[src/design/fsqs_pkg.sv]
`default_nettype none
package fsqs_pkg;

  localparam int unsigned REQ_W     = 2;
  localparam int unsigned ETYPE_W   = 16;
  localparam int unsigned PROTO_W   = 8;
  localparam int unsigned ADDR_W    = 32;
  localparam int unsigned PORT_W    = 16;
  localparam int unsigned QUEUE_W   = 6;
  localparam int unsigned OUTCOME_W = 3;
  localparam int unsigned RANK_W    = 2;

  // highest queue that a 6-bit entry_queue can name, plus one
  localparam int unsigned MAX_QUEUES = 1 << QUEUE_W;

  localparam logic [ETYPE_W-1:0] ETYPE_IPV4 = 16'h0800;
  localparam logic [PROTO_W-1:0] PROTO_TCP  = 8'd6;
  localparam logic [PROTO_W-1:0] PROTO_UDP  = 8'd17;

  localparam logic DEV_STATE_INTERNAL_ERROR = 1'b1;

  localparam logic [REQ_W-1:0] REQ_LOOKUP   = 2'd0;
  localparam logic [REQ_W-1:0] REQ_SET_ADDR = 2'd1;
  localparam logic [REQ_W-1:0] REQ_SET_PORT = 2'd2;

  localparam logic [OUTCOME_W-1:0] OUT_MISS    = 3'd0;
  localparam logic [OUTCOME_W-1:0] OUT_EXACT   = 3'd1;
  localparam logic [OUTCOME_W-1:0] OUT_ADDR    = 3'd2;
  localparam logic [OUTCOME_W-1:0] OUT_PORT    = 3'd3;
  localparam logic [OUTCOME_W-1:0] OUT_FAILED  = 3'd4;
  localparam logic [OUTCOME_W-1:0] OUT_WRITTEN = 3'd5;

  // match class, larger is higher priority
  localparam logic [RANK_W-1:0] RANK_NONE  = 2'd0;
  localparam logic [RANK_W-1:0] RANK_PORT  = 2'd1;
  localparam logic [RANK_W-1:0] RANK_ADDR  = 2'd2;
  localparam logic [RANK_W-1:0] RANK_EXACT = 2'd3;

  typedef struct packed {
    logic [ADDR_W-1:0] addr;
    logic [PORT_W-1:0] port;
  } key_t;

  typedef struct packed {
    logic               set_addr;
    logic               set_port;
    logic [QUEUE_W-1:0] queue;
    key_t               data;
  } wr_t;

  typedef struct packed {
    logic               tok;
    logic [RANK_W-1:0]  rank;
    logic [QUEUE_W-1:0] queue;
  } link_t;

endpackage
`default_nettype wire

[src/design/fsqs_cell.sv]
`default_nettype none
module fsqs_cell import fsqs_pkg::*; #(
  parameter logic [QUEUE_W-1:0] IDX = '0
) (
  input  wire logic  clk,
  input  wire logic  rst_n,
  input  wire wr_t   wr,
  input  wire key_t  key,
  input  wire link_t link_in,
  output link_t      link_out
);

  logic [ADDR_W-1:0] ra_r, ra_nxt;
  logic [PORT_W-1:0] rp_r, rp_nxt;
  link_t             link_r, link_nxt;
  logic              active;
  logic [RANK_W-1:0] cand;

  always_comb begin
    ra_nxt = ra_r;
    rp_nxt = rp_r;
    if (wr.queue == IDX) begin
      if (wr.set_addr) ra_nxt = wr.data.addr;
      if (wr.set_port) rp_nxt = wr.data.port;
    end
  end

  always_comb begin
    active = (ra_r != '0) || (rp_r != '0);
    cand   = RANK_NONE;
    if (active) begin
      if (ra_r == key.addr && rp_r == key.port) begin
        cand = RANK_EXACT;
      end else if (ra_r == key.addr && rp_r == '0) begin
        cand = RANK_ADDR;
      end else if (rp_r == key.port && ra_r == '0) begin
        cand = RANK_PORT;
      end
    end
  end

  // lower cells already won their class, so only a strictly better class takes over
  always_comb begin
    link_nxt = link_in;
    if (link_in.tok && cand > link_in.rank) begin
      link_nxt.rank  = cand;
      link_nxt.queue = IDX;
    end
  end

  always_ff @(posedge clk) begin
    if (!rst_n) begin
      ra_r       <= '0;
      rp_r       <= '0;
      link_r.tok <= 1'b0;
    end else begin
      ra_r       <= ra_nxt;
      rp_r       <= rp_nxt;
      link_r.tok <= link_nxt.tok;
    end
    link_r.rank  <= link_nxt.rank;
    link_r.queue <= link_nxt.queue;
  end

  assign link_out = link_r;

endmodule
`default_nettype wire

[config.mk]
export PLATFORM = sky130hd
export DESIGN_NAME = fsqs_cell
export DESIGN_NICKNAME = d
export VERILOG_FILES = /design/src/design/fsqs_pkg.sv /design/src/design/fsqs_cell.sv
export SDC_FILE = /design/constraint.sdc
export NUM_CORES = 1
export LEC_CHECK = 0
export ABC_AREA = 0
export BUFFER_PORTS_ARGS = -buffer_cell sky130_fd_sc_hd__buf_2
export CORE_MARGIN = 2
export CORE_UTILIZATION = 38
export CTS_BUF_LIST = sky130_fd_sc_hd__clkbuf_4 sky130_fd_sc_hd__clkbuf_8
export DETAILED_ROUTE_END_ITERATION = 10
export GPL_ROUTABILITY_DRIVEN = 0
export PLACE_DENSITY = 0.7
export SYNTH_ARGS = -nofsm -noshare
export SYNTH_HDL_FRONTEND = slang
export SYNTH_SLANG_ARGS = --single-unit
[constraint.sdc]
create_clock -name clk -period 2.3 [get_ports clk]
set_input_delay 0.115 -clock clk [delete_from_list [all_inputs] [get_ports clk]]
set_output_delay 0.115 -clock clk [all_outputs]
set_load 0.01 [all_outputs]
==> impl_metrics.ini <==
[layout]
area_growth_pct = 43.1
num_antenna_cells = 0
drive_above_1_share_pct = 39.4
layout.nets = 587

[detailed_routing]
vias = 2780
drtIter0Drc = 128
ant_nets = 0
wl_um = 8240
drc = 0
routed_via_density = 4.84
routedWlPerCell_um = 14.4
first_pass_iters = 5

[synth]
synthFlopType = dfxtp_1
synth_nets = 442
yosysTopAreaCell = dfxtp_1
synth_most_common_cell = nand2_1
syn_area_per_cell_um2 = 8.54
netlist_top_cells_area = dfxtp_1, nand2_1, xnor2_1
synth_commonest_cells = nand2_1, dfxtp_1, xnor2_1, a21boi_1
yosysSeqAreaShare_pct = 41.1
synth-seq-cells = 57
netlist_instances = 325
ys_async_sr_fraction_pct = 0
synth-edff-count = 0
yosysUniqueCellTypes = 27
ys_warn_count = 0
netlist_area_um2 = 2780
yosysTopAreaCellShare_pct = 41.1

[clock_network]
clk_path_buf_depth = 2
cts-root-buf = clkbuf_8
clkTransAtPathRegs_ns = 0.06
cts-buffers-inserted = 9
numClockSinks = 57
cts_tree = done
clock_latency_ns = 0.33
htree_num_levels = 3

[floorplanning]
initial_core_util_pct = 38.7
ioPinCount = 124
die_h_um = 89.5
die_w_um = 89.5
coreArea_um2 = 7180
row_count = 31
dieArea_um2 = 8000

[sta]
period_needed_ns = 2.51
rsz0062_at_grt = yes
max_freq_ghz = 0.398
period_share_pct = 109
drv_slew = 0
finalSetupViolations = 8
clock_skew_ns = 0.00786
hold_violations = 0
worst_slack_ns = -0.211
worst_pin_slew_ns = 0.766
relSlewSlack_pct = 48.9

[worst_setup_path]
cp_slowest_cell = nor4_4
cp-end-kind = flop
path_buf_inv = 0
crit_path_max_incr_delay_ns = 0.37
worstPathArrival_ns = 2.78
cp_data_required_time_ns = 2.56
critPathTopFamily = simple AND/OR/NAND/NOR gates
crit_chain = xnor2_2 > nand4_1 > nor4_4 > a21oi_2 > or3_1 > ha_1 > nand2_1 > o211ai_1 > or3_1 > o21ai_1
crit_type = reg -> reg
cpMostUsedCell = or3_1
critPathMaxFanout = 3
start_kind = flop

[placed_design]
dp_slack_ns = -0.222
io_buffers = 123
dp.final_hpwl_um = 5880

[grt]
grt_max_degree = 50
antenna_found_initial = 0
grt_pass1_wl_um = 12000
grt_pass1_vias = 2563
grt_remaining_overflow = 0
track_usage_pct = 20.0

[pwr]
max-vdd-ir-drop_mv = 0.270
leakagePower_nw = 1.66
p_total_mw = 2.18
power_density_nw_per_um2 = 549

[worst_hold_path]
min_path_type = in -> reg

[run_status]
violations = setup timing
status = complete, but fails checks

[run]
cap_violations = 0
[cell type report]
type | instances | area [um^2]
Timing Repair Buffer | 150 | 841
Clock buffer | 14 | 186
Tap cell | 99 | 124
Sequential cell | 57 | 1160
Fill cell | 661 | 3210
Multi-Input combinational cell | 251 | 1650
Clock inverter | 2 | 10.0
Inverter | 1 | 3.75
[registers in the layout, indices dropped and copies added, names as in the netlist]
| name | flops |
|---|---|
| link_out | 9 |
| rp_r | 16 |
| ra_r | 32 |
[where the power goes]
group | switching (mW) | total (mW) | internal (mW) | leakage (nW)
sequential | 0.00560 | 1.01 | 1.00 | 0.469
combinational | 0.116 | 0.270 | 0.154 | 1.08
clock | 0.388 | 0.906 | 0.518 | 0.106
total | 0.510 | 2.18 | 1.67 | 1.66
[cell usage in the layout, fill, tap and decap left out, types with 9 or more instances in the layout]
cell	n
a21boi_0	18
a21boi_1	30
buf_2	123
buf_4	18
clkbuf_8	13
dfxtp_1	44
dfxtp_2	12
dlygate4sd3_1	9
nand2_1	86
nand3_1	16
nand4_1	12
nor4_1	10
xnor2_1	28
xor2_1	16
[repair_timing]
action                     CTS  global route
buffers inserted             2             1
gates resized for setup     10            19
hold endpoints to repair     9             0
pin swaps                   10             9
hold buffers                 9             0
setup endpoints to repair    8             8
[worst paths after layout]
check	startpoint	end	slack, ns	depth (start not counted)
max	ra_r[29]$_SDFFE_PN0P_	link_out[6]$_DFF_P_	-0.21	10
min	wr[39]	ra_r[23]$_SDFFE_PN0P_	0.01	3
max reg2reg	ra_r[29]$_SDFFE_PN0P_	link_out[6]$_DFF_P_	-0.21	10
min reg2reg	ra_r[31]$_SDFFE_PN0P_	ra_r[31]$_SDFFE_PN0P_	0.48	2
[routing by layer]
layer | track usage, % | wire (um) | up-vias
li1 | - | - | 1398
met1 | 25.3 | 3640 | 1281
met2 | 32.3 | 3960 | 86
met3 | 5.63 | 446 | 15
met4 | 7.87 | 195 | 0
met5 | 0 | 0 | -
[worst register-to-register path, stage by stage, from the launching register on]
cell and delay (ns):
dfxtp_4 0.36, xnor2_2 0.14, nand4_1 0.22, nor4_4 0.37, a21oi_2 0.11, or3_1 0.36, ha_1 0.28, nand2_1 0.06
o211ai_1 0.11, or3_1 0.33, o21ai_1 0.11
[through the flow]
step	TNS [ns]	utilization, %	std cells	hold slack [ns]	area, um^2
2_1_floorplan	-0.0386	-	325	0.223	2790
3_3_place_gp	-0.559	49.5	546	0.317	3550
3_5_place_dp	-1.20	49.5	546	0.316	3550
4_1_cts	-0.852	54.1	573	0.00379	3880
5_1_grt	-2.09	55.3	574	0.00654	3970
6_report	-1.18	55.3	574	0.0137	3970
[logic make-up after synthesis]
logic type | after synthesis | synth area share (%)
AND/OR/NAND/NOR | 148 | 25.2
flip-flops | 57 | 41.1
AO/OA/AOI/OAI | 52 | 13.9
XOR/XNOR | 48 | 15.1
buffers and inverters | 17 | 3.34
adder cells (fa/ha/maj) | 2 | 0.902
multiplexers | 1 | 0.406
No activity file was read; power rests on OpenSTA's default activity.
